$ cat config.mk
export PLATFORM = sky130hd
export DESIGN_NAME = adc_ladder_key_debouncer_core
export DESIGN_NICKNAME = d
export VERILOG_FILES = /design/src/design/kld_pkg.sv /design/src/design/adc_ladder_key_debouncer_core.sv /design/src/design/kld_queue.sv /design/src/design/kld_front.sv /design/src/design/kld_back.sv
export VERILOG_INCLUDE_DIRS = /design/src /design/src/design
export SDC_FILE = /design/constraint.sdc
export NUM_CORES = 1
export LEC_CHECK = 0
export ABC_AREA = 1
export BUFFER_PORTS_ARGS = -buffer_cell sky130_fd_sc_hd__clkbuf_2
export CORE_MARGIN = 5
export CORE_UTILIZATION = 30
export CTS_CLUSTER_SIZE = 16
export DETAILED_ROUTE_END_ITERATION = 6
export GPL_TIMING_DRIVEN = 0
export SKIP_LAST_GASP = 1
export SLEW_MARGIN = 20
export SYNTH_ARGS = -nofsm -noshare
export SYNTH_HDL_FRONTEND = slang
export SYNTH_HIERARCHICAL = 1
export SYNTH_SLANG_ARGS = --single-unit
export TNS_END_PERCENT = 1
$ cat constraint.sdc
create_clock -name clk -period 4.5 [get_ports clk]
set_input_delay 0.225 -clock clk [delete_from_list [all_inputs] [get_ports clk]]
set_output_delay 0.225 -clock clk [all_outputs]
set_load 0.01 [all_outputs]
$ cat src/design/adc_ladder_key_debouncer_core_assert.svh
// Assertion macros shared by the keypad scanner modules.
// Expects clk and rst (active high) to be visible in the module that uses them.
`ifndef ADC_LADDER_KEY_DEBOUNCER_CORE_ASSERT_SVH
`define ADC_LADDER_KEY_DEBOUNCER_CORE_ASSERT_SVH

// Same-cycle implication, checked at every rising edge out of reset
`define KLD_ASSERT_IMP(name, ante, cons, msg) \
  name: assert property (@(posedge clk) disable iff (rst) (ante) |-> (cons)) \
    else $error(msg);

// Next-cycle implication, checked at every rising edge out of reset
`define KLD_ASSERT_NXT(name, ante, cons, msg) \
  name: assert property (@(posedge clk) disable iff (rst) (ante) |=> (cons)) \
    else $error(msg);

`endif

$ cat src/design/kld_pkg.sv
// Shared types and constants of the ADC ladder keypad scanner.
// No dependencies; imported by every module of the block but kld_queue.
`default_nettype none

package kld_pkg;

  // Field widths
  localparam int CHAN_W       = 3;
  localparam int SAMPLE_W     = 10;
  localparam int INDEX_W      = 4;
  localparam int CODE_W       = 10;
  localparam int PAIR_W       = 2 * CODE_W;
  localparam int KIND_W       = 2;
  localparam int PERIOD_W     = 6;
  localparam int COUNT_W      = 10;
  localparam int KEY_COUNT_W  = 5;
  localparam int TICKS_W      = 10;
  localparam int CFG_INDEX_W  = 1;
  localparam int CFG_DATA_W   = 10;

  // Sizing defaults and fixed limits
  localparam int MAX_KEYS_DFLT = 16;
  localparam int NUM_CHANNELS  = 8;
  localparam int TOK_DEPTH     = 2;
  localparam int RES_DEPTH     = 4;

  // Debounce timing
  localparam logic [PERIOD_W-1:0] PERIOD_DOWN  = PERIOD_W'(10);
  localparam logic [PERIOD_W-1:0] PERIOD_UP    = PERIOD_W'(50);
  localparam logic [COUNT_W-1:0]  JITTER_POLLS = COUNT_W'(3);
  localparam logic [COUNT_W-1:0]  COUNT_MAX    = COUNT_W'(1023);

  // Reset values of the configuration registers
  localparam logic [KEY_COUNT_W-1:0] KEY_COUNT_RST  = '0;
  localparam logic [TICKS_W-1:0]     LONG_TICKS_RST = TICKS_W'(100);

  // Configuration register indexes
  localparam logic [CFG_INDEX_W-1:0] REG_KEY_COUNT  = CFG_INDEX_W'(0);
  localparam logic [CFG_INDEX_W-1:0] REG_LONG_TICKS = CFG_INDEX_W'(1);

  // Event kinds
  localparam logic [KIND_W-1:0] EV_NONE    = KIND_W'(0);
  localparam logic [KIND_W-1:0] EV_PRESS   = KIND_W'(1);
  localparam logic [KIND_W-1:0] EV_RELEASE = KIND_W'(2);

  // Item function codes
  localparam logic FUNC_SAMPLE = 1'b0;
  localparam logic FUNC_LOAD   = 1'b1;

  typedef enum logic [1:0] {
    MODE_UP   = 2'd0,
    MODE_DOWN = 2'd1,
    MODE_LONG = 2'd2
  } mode_t;

  typedef enum logic [1:0] {
    F_IDLE  = 2'd0,
    F_SCAN  = 2'd1,
    F_CLOSE = 2'd2
  } front_state_t;

  typedef enum logic {
    B_IDLE = 1'b0,
    B_REL  = 1'b1
  } back_state_t;

  typedef struct packed {
    logic [CHAN_W-1:0]   chan;
    logic [SAMPLE_W-1:0] center;
    logic [SAMPLE_W-1:0] tol;
    logic [CODE_W-1:0]   tap_code;
    logic [CODE_W-1:0]   hold_code;
  } key_entry_t;

  typedef struct packed {
    logic                func;
    logic [CHAN_W-1:0]   channel;
    logic [SAMPLE_W-1:0] sample;
    logic                sample_ok;
    logic                last_sample;
    logic [INDEX_W-1:0]  entry_index;
    key_entry_t          entry;
  } item_t;

  typedef struct packed {
    logic [KIND_W-1:0]   kind;
    logic [CODE_W-1:0]   code;
    logic [PERIOD_W-1:0] period;
    logic                last;
  } result_t;

endpackage

`default_nettype wire

$ cat src/design/adc_ladder_key_debouncer_core.sv
// Top level of the ADC ladder keypad scanner: configuration registers, front, back, queues.
// Depends on kld_pkg, kld_queue, kld_front and kld_back.
//
//   port group     direction  handshake          beat
//   input items    in         push / full        func, channel, sample, ..., entry_long_code
//   results        out        pop / empty        event_kind, event_code, next_poll_ms, last_of_run
//   configuration  in         cfg_we             cfg_index, cfg_data
//
// A load item writes the key table and leaves the front idle. A sample item that scans
// holds the front until a hit or the last enabled entry, then closes the poll if it is last;
// the scan reads one key table entry per cycle. A sample that does not scan closes the poll if last.
// Reset is synchronous; the key table itself is not cleared and must be loaded before use.
// A closed poll waits in a two-entry queue, and results in a four-entry queue, so a stalled
// result side holds the back while the front keeps taking items until the token queue fills.
`default_nettype none

module adc_ladder_key_debouncer_core #(
  parameter int MAX_KEYS = kld_pkg::MAX_KEYS_DFLT
) (
  input  logic                                clk,
  input  logic                                rst,
  input  logic                                push,
  output logic                                full,
  input  logic                                func,
  input  logic [kld_pkg::CHAN_W-1:0]          channel,
  input  logic [kld_pkg::SAMPLE_W-1:0]        sample,
  input  logic                                sample_ok,
  input  logic                                last_sample,
  input  logic [kld_pkg::INDEX_W-1:0]         entry_index,
  input  logic [kld_pkg::CHAN_W-1:0]          entry_channel,
  input  logic [kld_pkg::SAMPLE_W-1:0]        entry_center,
  input  logic [kld_pkg::SAMPLE_W-1:0]        entry_tolerance,
  input  logic [kld_pkg::CODE_W-1:0]          entry_short_code,
  input  logic [kld_pkg::CODE_W-1:0]          entry_long_code,
  output logic                                empty,
  input  logic                                pop,
  output logic [kld_pkg::KIND_W-1:0]          event_kind,
  output logic [kld_pkg::CODE_W-1:0]          event_code,
  output logic [kld_pkg::PERIOD_W-1:0]        next_poll_ms,
  output logic                                last_of_run,
  input  logic                                cfg_we,
  input  logic [kld_pkg::CFG_INDEX_W-1:0]     cfg_index,
  input  logic [kld_pkg::CFG_DATA_W-1:0]      cfg_data
);

  import kld_pkg::*;

  localparam int RES_W = $bits(result_t);

  logic [KEY_COUNT_W-1:0] key_count;
  logic [TICKS_W-1:0]     long_press_ticks;
  item_t                  item;
  logic                   tok_push;
  logic                   tok_full;
  logic [PAIR_W-1:0]      tok_code_in;
  logic                   tok_pop;
  logic                   tok_empty;
  logic [PAIR_W-1:0]      tok_code_out;
  logic                   res_push;
  logic                   res_full;
  result_t                res_in;
  logic [RES_W-1:0]       res_bits;
  result_t                res_out;

  // Configuration registers
  always_ff @(posedge clk) begin
    if (rst) begin
      key_count        <= KEY_COUNT_RST;
      long_press_ticks <= LONG_TICKS_RST;
    end else if (cfg_we) begin
      case (cfg_index)
        REG_KEY_COUNT:  key_count        <= cfg_data[KEY_COUNT_W-1:0];
        REG_LONG_TICKS: long_press_ticks <= cfg_data[TICKS_W-1:0];
        default: begin
          key_count <= key_count;
        end
      endcase
    end
  end

  // Bundle the item fields
  assign item.func              = func;
  assign item.channel           = channel;
  assign item.sample            = sample;
  assign item.sample_ok         = sample_ok;
  assign item.last_sample       = last_sample;
  assign item.entry_index       = entry_index;
  assign item.entry.chan        = entry_channel;
  assign item.entry.center      = entry_center;
  assign item.entry.tol         = entry_tolerance;
  assign item.entry.tap_code    = entry_short_code;
  assign item.entry.hold_code   = entry_long_code;

  kld_front #(
    .MAX_KEYS (MAX_KEYS)
  ) u_front (
    .clk       (clk),
    .rst       (rst),
    .push      (push),
    .full      (full),
    .item      (item),
    .key_count (key_count),
    .tok_push  (tok_push),
    .tok_full  (tok_full),
    .tok_code  (tok_code_in)
  );

  kld_queue #(
    .WIDTH (PAIR_W),
    .DEPTH (TOK_DEPTH)
  ) u_tok_queue (
    .clk   (clk),
    .rst   (rst),
    .push  (tok_push),
    .din   (tok_code_in),
    .full  (tok_full),
    .pop   (tok_pop),
    .dout  (tok_code_out),
    .empty (tok_empty)
  );

  kld_back u_back (
    .clk              (clk),
    .rst              (rst),
    .tok_empty        (tok_empty),
    .tok_pop          (tok_pop),
    .tok_code         (tok_code_out),
    .long_press_ticks (long_press_ticks),
    .res_push         (res_push),
    .res_full         (res_full),
    .res              (res_in)
  );

  kld_queue #(
    .WIDTH (RES_W),
    .DEPTH (RES_DEPTH)
  ) u_res_queue (
    .clk   (clk),
    .rst   (rst),
    .push  (res_push),
    .din   (res_in),
    .full  (res_full),
    .pop   (pop),
    .dout  (res_bits),
    .empty (empty)
  );

  // Unpack the oldest result onto the ports
  assign res_out      = result_t'(res_bits);
  assign event_kind   = res_out.kind;
  assign event_code   = res_out.code;
  assign next_poll_ms = res_out.period;
  assign last_of_run  = res_out.last;

endmodule

`default_nettype wire

$ cat src/design/kld_queue.sv
// Small synchronous FIFO used between the front, the back and the result port.
// Depends on nothing but its parameters; DEPTH must be a power of two.
`default_nettype none

module kld_queue #(
  parameter int WIDTH = 8,
  parameter int DEPTH = 2
) (
  input  logic             clk,
  input  logic             rst,
  input  logic             push,
  input  logic [WIDTH-1:0] din,
  output logic             full,
  input  logic             pop,
  output logic [WIDTH-1:0] dout,
  output logic             empty
);

  localparam int PW = (DEPTH > 1) ? $clog2(DEPTH) : 1;

  logic [WIDTH-1:0] slots [DEPTH];
  logic [PW-1:0]    wr_ptr;
  logic [PW-1:0]    rd_ptr;
  logic [PW:0]      count;
  logic             do_push;
  logic             do_pop;

  assign full    = (count == (PW+1)'(DEPTH));
  assign empty   = (count == '0);
  assign do_push = push && !full;
  assign do_pop  = pop && !empty;
  assign dout    = slots[rd_ptr];

  // Store the incoming beat
  always_ff @(posedge clk) begin
    if (do_push) begin
      slots[wr_ptr] <= din;
    end
  end

  // Advance pointers and occupancy
  always_ff @(posedge clk) begin
    if (rst) begin
      wr_ptr <= '0;
      rd_ptr <= '0;
      count  <= '0;
    end else begin
      if (do_push) begin
        wr_ptr <= (wr_ptr == PW'(DEPTH - 1)) ? '0 : wr_ptr + 1'b1;
      end
      if (do_pop) begin
        rd_ptr <= (rd_ptr == PW'(DEPTH - 1)) ? '0 : rd_ptr + 1'b1;
      end
      if (do_push && !do_pop) begin
        count <= count + 1'b1;
      end else if (do_pop && !do_push) begin
        count <= count - 1'b1;
      end
    end
  end

endmodule

`default_nettype wire

$ cat src/design/kld_front.sv
// Front end: takes items, loads the key table and scans it for valid samples until a poll has a hit.
// Depends on kld_pkg and the assertion macro header.
`default_nettype none
`include "adc_ladder_key_debouncer_core_assert.svh"

module kld_front #(
  parameter int MAX_KEYS = kld_pkg::MAX_KEYS_DFLT
) (
  input  logic                               clk,
  input  logic                               rst,
  input  logic                               push,
  output logic                               full,
  input  kld_pkg::item_t                     item,
  input  logic [kld_pkg::KEY_COUNT_W-1:0]    key_count,
  output logic                               tok_push,
  input  logic                               tok_full,
  output logic [kld_pkg::PAIR_W-1:0]         tok_code
);

  import kld_pkg::*;

  localparam int AW = (MAX_KEYS > 1) ? $clog2(MAX_KEYS) : 1;
  localparam int CW = $clog2(MAX_KEYS + 1);
  localparam int XW = (CW > KEY_COUNT_W) ? CW : KEY_COUNT_W;
  localparam int IW = (CW > INDEX_W) ? CW : INDEX_W;
  localparam int NW = $clog2(NUM_CHANNELS + 1) + CHAN_W;

  front_state_t        state, state_next;
  logic [CW-1:0]       scan_addr, scan_addr_next;
  logic                cmp_valid, cmp_valid_next;
  logic                cmp_last, cmp_last_next;
  logic                found, found_next;
  logic [PAIR_W-1:0]   match, match_next;
  logic [CHAN_W-1:0]   s_chan, s_chan_next;
  logic [SAMPLE_W-1:0] s_value, s_value_next;
  logic                s_last, s_last_next;

  key_entry_t          key_mem [MAX_KEYS];
  key_entry_t          entry_q;
  logic                rd_en;
  logic                wr_en;
  logic [AW-1:0]       wr_addr;
  logic [IW-1:0]       idx_ext;
  logic [XW-1:0]       kc_ext;
  logic [CW-1:0]       n_keys;
  logic                chan_ok;
  logic                accept;
  logic                hit;
  logic [SAMPLE_W:0]   hi_bound;
  logic [SAMPLE_W:0]   v_plus_tol;

  assign accept = push && !full;
  assign full   = (state != F_IDLE);

  // Clamp the searched entry count to the table depth
  assign kc_ext = XW'(key_count);
  assign n_keys = (kc_ext > XW'(MAX_KEYS)) ? CW'(MAX_KEYS) : CW'(kc_ext);

  // Decode a table load
  assign idx_ext = IW'(item.entry_index);
  assign wr_addr = idx_ext[AW-1:0];
  assign wr_en   = accept && (item.func == FUNC_LOAD) && (idx_ext < IW'(MAX_KEYS));

  assign chan_ok = (NW'(item.channel) < NW'(NUM_CHANNELS));

  // Compare the entry read last cycle against the held sample
  assign hi_bound   = {1'b0, entry_q.center} + {1'b0, entry_q.tol};
  assign v_plus_tol = {1'b0, s_value} + {1'b0, entry_q.tol};
  assign hit = (entry_q.chan == s_chan) &&
               ({1'b0, s_value} <= hi_bound) &&
               (v_plus_tol >= {1'b0, entry_q.center});

  assign tok_code = match;

  // Key table: one write port for loads, one registered read port for the scan
  always_ff @(posedge clk) begin
    if (wr_en) begin
      key_mem[wr_addr] <= item.entry;
    end
  end

  always_ff @(posedge clk) begin
    if (rd_en) begin
      entry_q <= key_mem[scan_addr[AW-1:0]];
    end
  end

  // Control and poll state
  always_ff @(posedge clk) begin
    if (rst) begin
      state     <= F_IDLE;
      scan_addr <= '0;
      cmp_valid <= 1'b0;
      cmp_last  <= 1'b0;
      found     <= 1'b0;
      match     <= '0;
    end else begin
      state     <= state_next;
      scan_addr <= scan_addr_next;
      cmp_valid <= cmp_valid_next;
      cmp_last  <= cmp_last_next;
      found     <= found_next;
      match     <= match_next;
    end
  end

  // Held sample of the item being scanned
  always_ff @(posedge clk) begin
    s_chan  <= s_chan_next;
    s_value <= s_value_next;
    s_last  <= s_last_next;
  end

  // Next state: accept, scan one entry per cycle, then hand the poll to the back
  always_comb begin
    state_next     = state;
    scan_addr_next = scan_addr;
    cmp_valid_next = cmp_valid;
    cmp_last_next  = cmp_last;
    found_next     = found;
    match_next     = match;
    s_chan_next    = s_chan;
    s_value_next   = s_value;
    s_last_next    = s_last;
    rd_en          = 1'b0;
    tok_push       = 1'b0;
    case (state)
      F_IDLE: begin
        cmp_valid_next = 1'b0;
        cmp_last_next  = 1'b0;
        scan_addr_next = '0;
        if (accept && (item.func == FUNC_SAMPLE)) begin
          s_chan_next  = item.channel;
          s_value_next = item.sample;
          s_last_next  = item.last_sample;
          if (item.sample_ok && chan_ok && !found && (n_keys != '0)) begin
            state_next = F_SCAN;
          end else if (item.last_sample) begin
            state_next = F_CLOSE;
          end
        end
      end
      F_SCAN: begin
        if (cmp_valid && hit) begin
          found_next = 1'b1;
          match_next = {entry_q.hold_code, entry_q.tap_code};
          state_next = s_last ? F_CLOSE : F_IDLE;
        end else if (cmp_valid && cmp_last) begin
          state_next = s_last ? F_CLOSE : F_IDLE;
        end else begin
          rd_en          = 1'b1;
          cmp_valid_next = 1'b1;
          cmp_last_next  = (scan_addr == n_keys - 1'b1);
          scan_addr_next = scan_addr + 1'b1;
        end
      end
      F_CLOSE: begin
        if (!tok_full) begin
          tok_push   = 1'b1;
          found_next = 1'b0;
          match_next = '0;
          state_next = F_IDLE;
        end
      end
      default: begin
        state_next = F_IDLE;
      end
    endcase
  end

  `KLD_ASSERT_IMP(a_tok_only_close, tok_push, state == F_CLOSE, "front: token outside close")
  `KLD_ASSERT_IMP(a_scan_bound, state == F_SCAN, scan_addr <= n_keys, "front: scan overran table")
  `KLD_ASSERT_NXT(a_found_holds, found && state != F_CLOSE, found, "front: match lost in poll")

endmodule

`default_nettype wire

$ cat src/design/kld_back.sv
// Back end: steps the debounce machine once per closed poll and emits results.
// Depends on kld_pkg and the assertion macro header.
`default_nettype none
`include "adc_ladder_key_debouncer_core_assert.svh"

module kld_back (
  input  logic                            clk,
  input  logic                            rst,
  input  logic                            tok_empty,
  output logic                            tok_pop,
  input  logic [kld_pkg::PAIR_W-1:0]      tok_code,
  input  logic [kld_pkg::TICKS_W-1:0]     long_press_ticks,
  output logic                            res_push,
  input  logic                            res_full,
  output kld_pkg::result_t                res
);

  import kld_pkg::*;

  back_state_t          bstate, bstate_next;
  mode_t                mode, mode_next;
  logic [COUNT_W-1:0]   down_polls, down_polls_next;
  logic [COUNT_W-1:0]   up_polls, up_polls_next;
  logic [PERIOD_W-1:0]  period, period_next;
  logic [PAIR_W-1:0]    held, held_next;

  logic [CODE_W-1:0]    short_part;
  logic [CODE_W-1:0]    long_part;

  assign short_part = tok_code[CODE_W-1:0];
  assign long_part  = tok_code[PAIR_W-1:CODE_W];

  // Debounce state
  always_ff @(posedge clk) begin
    if (rst) begin
      bstate     <= B_IDLE;
      mode       <= MODE_UP;
      down_polls <= '0;
      up_polls   <= '0;
      period     <= PERIOD_UP;
      held       <= '0;
    end else begin
      bstate     <= bstate_next;
      mode       <= mode_next;
      down_polls <= down_polls_next;
      up_polls   <= up_polls_next;
      period     <= period_next;
      held       <= held_next;
    end
  end

  // Step on a closed poll; a late short press takes a second beat for its release
  always_comb begin
    bstate_next     = bstate;
    mode_next       = mode;
    down_polls_next = down_polls;
    up_polls_next   = up_polls;
    period_next     = period;
    held_next       = held;
    tok_pop         = 1'b0;
    res_push        = 1'b0;
    res             = '{kind: EV_NONE, code: '0, period: period, last: 1'b1};
    case (bstate)
      B_IDLE: begin
        if (!tok_empty && !res_full) begin
          tok_pop  = 1'b1;
          res_push = 1'b1;
          // Count down or up polls and track the poll period
          if (tok_code != '0) begin
            period_next     = PERIOD_DOWN;
            down_polls_next = (down_polls != COUNT_MAX) ? down_polls + 1'b1 : down_polls;
            up_polls_next   = '0;
          end else begin
            up_polls_next   = (up_polls != COUNT_MAX) ? up_polls + 1'b1 : up_polls;
            down_polls_next = '0;
            period_next     = (period < PERIOD_UP) ? period + 1'b1 : period;
          end
          res.period = period_next;
          case (mode)
            MODE_UP: begin
              if (down_polls_next >= JITTER_POLLS) begin
                if (long_part != '0) begin
                  held_next = tok_code;
                  mode_next = MODE_LONG;
                end else begin
                  held_next = PAIR_W'(short_part);
                  res.kind  = EV_PRESS;
                  res.code  = short_part;
                  mode_next = MODE_DOWN;
                end
              end
            end
            MODE_DOWN: begin
              if (up_polls_next >= JITTER_POLLS) begin
                res.kind  = EV_RELEASE;
                res.code  = held[CODE_W-1:0];
                mode_next = MODE_UP;
              end
            end
            MODE_LONG: begin
              if (down_polls_next >= long_press_ticks) begin
                held_next = PAIR_W'(held[PAIR_W-1:CODE_W]);
                res.kind  = EV_PRESS;
                res.code  = held[PAIR_W-1:CODE_W];
                mode_next = MODE_DOWN;
              end else if (up_polls_next >= JITTER_POLLS) begin
                held_next   = PAIR_W'(held[CODE_W-1:0]);
                res.kind    = EV_PRESS;
                res.code    = held[CODE_W-1:0];
                res.last    = 1'b0;
                mode_next   = MODE_UP;
                bstate_next = B_REL;
              end
            end
            default: begin
              mode_next = mode;
            end
          endcase
        end
      end
      B_REL: begin
        res.kind = EV_RELEASE;
        res.code = held[CODE_W-1:0];
        if (!res_full) begin
          res_push    = 1'b1;
          bstate_next = B_IDLE;
        end
      end
      default: begin
        bstate_next = B_IDLE;
      end
    endcase
  end

  `KLD_ASSERT_IMP(a_counts_exclusive, down_polls != '0, up_polls == '0, "back: both counters run")
  `KLD_ASSERT_IMP(a_period_range, 1'b1, period >= PERIOD_DOWN && period <= PERIOD_UP, "back: period out of range")
  `KLD_ASSERT_IMP(a_rel_mode_up, bstate == B_REL, mode == MODE_UP, "back: release pending while not up")

endmodule

`default_nettype wire

==> summary.md <==
| Metric | Value |
|---|---|
| Library cells used by synthesis | `56` |
| Sequential area share after synthesis | `0.684` |
| WS Path Type | `reg -> reg` |
| Hold Vio Cnt, Final | `0` |
| Mean Syn Cell Area | `about 12 µm²` |
| CP Launch Point | `u_front/entry_q[24]` |
| Largest net degree at the start of global routing | `26` |
| Crit Path Max Fanout | `25` |
| Net Sw Frac | `0.291` |
| Cell area power density | `464 nW/µm²` |
| Crit path capture | `u_front/entry_q[15]` |
| Worst reg2reg path depth | `19` |
| R2r startpoint | `u_front/entry_q[24]` |
| Main synth FF type | `edfxtp_1` |
| Slew at the pin closest to its max-slew limit | `between 1000 and 1500 ps` |
| Syn Std Cell Area | `between 40000 and 50000 µm²` |
| Comb pwr share | `0.181` |
| Status | `complete, but fails checks` |
| Area Overhead vs Synth | `19.0%` |
| Synth Register Bits | `about 970` |
| DRT iter0 DRCs | `3196` |
| CORE AREA | `136000 µm²` |
| Nets | `about 3800` |
| Mapped Cells | `3296` |
| Max VDD drop | `0.000322 V` |
| Worst r2r dst | `u_front/entry_q[15]` |
| DRT antenna net count | `0` |
| Max Freq | `0.238 GHz` |
| CTS buffer count | `between 90 and 100` |
| Post-synth EDFFs | `861` |
| Setup Viol. Count Final | `0` |
| Wire per inst | `roughly 22 µm` |
| Final Cycle Share | `0.932` |
| CTS root buffer | `clkbuf_16` |
| Remaining DRCs | `2` |
| TritonCTS clock tree | `yes` |
| Clock latency on the worst-skew pair | `740 ps` |
| Die ar. | `144000 µm²` |
| Startpoint Class | `flip-flop` |
| Met2 Wirelength | `53.9 mm` |
| Gp weighted congestion | `0.850` |
| WP data required | `4860 ps` |
| Via count | `approximately 28000` |
| Grt ovf | `0` |
| Hold Crit Class | `in -> reg` |
| Internal | `16.0 mW` |
| Reg2Reg Setup Slack | `310 ps` |
| Htree depth | `3` |
| Vias in the first global route | `between 20000 and 30000` |
| Via/cell ratio | `5.15` |
| First-pass GRT wire length | `175 mm` |
| Net Count, Synth | `3443` |
| Yosys warns | `6` |
| Worst Hold Launch | `rst` |
| Crit path DAT | `4560 ps` |
| Global Route Usage Sum | `0.163` |
| Detailed Place HPWL | `82.9 mm` |
| Critical Path End Type | `flip-flop` |
| Final wirelength | `120 mm` |
| Max Used Layer | `met5` |
| Initial antenna violation count | `19` |
| FFs w/ async S/R, synth | `0` |
| Die Wd | `379 µm` |
| Failing checks | `design-rule violations` |
| Share of cells above drive strength 1 | `0.132` |
| Switch Pwr | `6.59 mW` |
| Max Slew Vio Count | `0` |
| Met3 routed WL | `12.2 mm` |
| Total power | `22.6 mW` |
| Clk network pwr share | `0.348` |
| I/O pin total | `100` |
| Clock Skew | `around 93 ps` |
| IO Port Bufs | `99` |
| Die Y | `379 µm` |
| Clock Pin Slew Worst Setup and Hold Paths | `roughly 60 ps` |
| RSZ-0062 raised after global routing | `no` |
| Row count | `135` |
| Sequential power share | `0.471` |
| Core Util, Final | `0.359` |
| Final Critical Period | `about 4200 ps` |
| Met1 WL | `50.6 mm` |
| Clock buffer depth | `3` |
| Pleak | `16.5 nW` |
| Max_slew headroom | `0.270` |
| Max-cap viol count | `0` |
| 1st-pass router iterations | `7` |
| Initial Util | `0.302` |
| Clock sinks | `969` |
==> cells in the final DEF, fill, tap and decap left out, types with 9 or more instances in the layout <==
master         instances
edfxtp_1             861
nor2_1               434
nand2_1              325
o21ai_0              268
inv_1                199
nand3_1              170
o221ai_1             122
mux2i_1              121
dfxtp_1              108
clkbuf_1             106
clkbuf_2             100
clkbuf_16             98
dlygate4sd3_1         81
a21oi_1               77
ha_1                  65
buf_2                 41
o32ai_1               40
o211ai_1              40
o22ai_1               30
clkinv_1              28
nand4_1               28
nand2_2               27
buf_16                25
buf_6                 24
nor2_4                21
nor3_1                21
mux2_2                21
a21oi_2               20
xor2_1                19
clkinv_2              17
buf_4                 14
buf_12                12
o21ai_1               11
buf_1                 11
nor2_2                10
inv_2                  9
==> cells in the mapped netlist, drive strengths merged (21+ instances only) <==
| cell type | instances | area (µm²) |
|---|---|---|
| inv | 209 | 787 |
| nand3 | 177 | 943 |
| dfxtp | 108 | 2160 |
| mux2 | 21 | 236 |
| nor3 | 24 | 130 |
| ha | 65 | 813 |
| o22ai | 30 | 188 |
| o21ai | 283 | 1430 |
| o221ai | 122 | 1070 |
| nand2 | 352 | 1390 |
| edfxtp | 861 | 25900 |
| o211ai | 40 | 300 |
| o32ai | 40 | 350 |
| buf | 90 | 637 |
| nor2 | 465 | 1790 |
| clkbuf | 91 | 343 |
| mux2i | 121 | 1210 |
| a21oi | 97 | 561 |
| nand4 | 29 | 188 |
==> worst max-delay path, stage by stage, from the launching register on <==
cell and delay (ps):
edfxtp_1 440, ha_1 400, a21oi_1 240, o21ai_0 110, a21oi_1 260, o21ai_0 140
a21oi_1 180, xor2_1 180, ha_1 260, inv_1 60, nor2_1 70, nand3_1 130
nand3_1 80, a21oi_1 170, nand2_2 100, nand3_4 130, nand2_1 80, buf_4 190
inv_2 350, buf_16 230
==> state kept, by name, indices dropped and copies added, names as in the netlist, 5 cells and up, named ones only <==
name               flops
u_res_queue/slots     76
u_back/period          6
key_count              5
u_back/held           20
u_front/scan_addr      5
u_front/s_value       10
u_front/key_mem      688
u_back/down_polls     10
long_press_ticks      10
u_front/entry_q       43
u_back/up_polls       10
u_front/tok_code      20
u_tok_queue/slots     40
==> timing repair <==
item                      in CTS  in global routing
gates resized for setup        0                  0
hold buffers                  81                  0
setup buffers                  0                  0
hold endpoints to repair     688                  0
==> worst min-delay path by stage <==
| stage | endpoint | slack (ps) | cells after the start |
|---|---|---|---|
| floorplan | u_back/bstate | 290 | 1 |
| CTS | u_front/key_mem[0][8] | 20 | 1 |
| global route | u_res_queue/count[0] | 40 | 2 |
| global placement | u_front/s_value[6] | 400 | 1 |
| finish | u_res_queue/count[0] | 50 | 2 |
| detailed placement | u_front/s_value[6] | 400 | 1 |
==> routing by layer <==
layer | GRT usage | vias to the layer above
met5 | 0 | -
met4 | 0.0538 | 12
met3 | 0.0353 | 245
met2 | 0.252 | 1394
met1 | 0.228 | 13900
li1 | - | 12700
==> cell families (layout without fill, tap and decap cells) <==
kind of cell	count (synthesis)	after routing	share of synthesized area
buf+inv	394	797	0.0435
xor+xnor	25	25	0.00535
flops	969	969	0.684
simple gates	1061	1061	0.111
other cells	0	7	0
fa+ha+maj	68	68	0.0213
compound gates	637	637	0.0996
mux	142	142	0.0353
==> final cells by class <==
class	count	area [µm²]
fill	13000	86900
clock inverter	64	556
buffer	181	980
clock buffer	115	2530
tap	1781	2230
inverter	213	802
sequential	969	28000
multi-input combinational	1933	11300
antenna	7	17.5
timing repair buffer	224	2320
==> power groups by stage <==
| stage | clock, mW | sequential, mW | combinational [mW] |
|---|---|---|---|
| after CTS | 8.01 | 10.6 | 4.10 |
| final | 7.87 | 10.6 | 4.10 |
| after floorplan | 0 | 10.8 | 2.69 |
| after global placement | 0 | 10.8 | 3.86 |
| after detailed placement | 0 | 10.8 | 4.01 |
| after global routing | 8.39 | 10.7 | 4.56 |
==> through the flow <==
stage               hold WS, ps  instances  setup TNS, ps  setup WS (ps)  cell area (µm²)
floorplan                   294       3296              0            597            41000
global placement            405       5176        -913820          -1630            43700
detailed placement          404       5220              0            404            44800
CTS                        22.1       5480              0            312            48700
global route               38.4       5481              0           19.9            48700
finish                     50.3       5487              0            306            48800
Power figures use the tool's default switching activity.
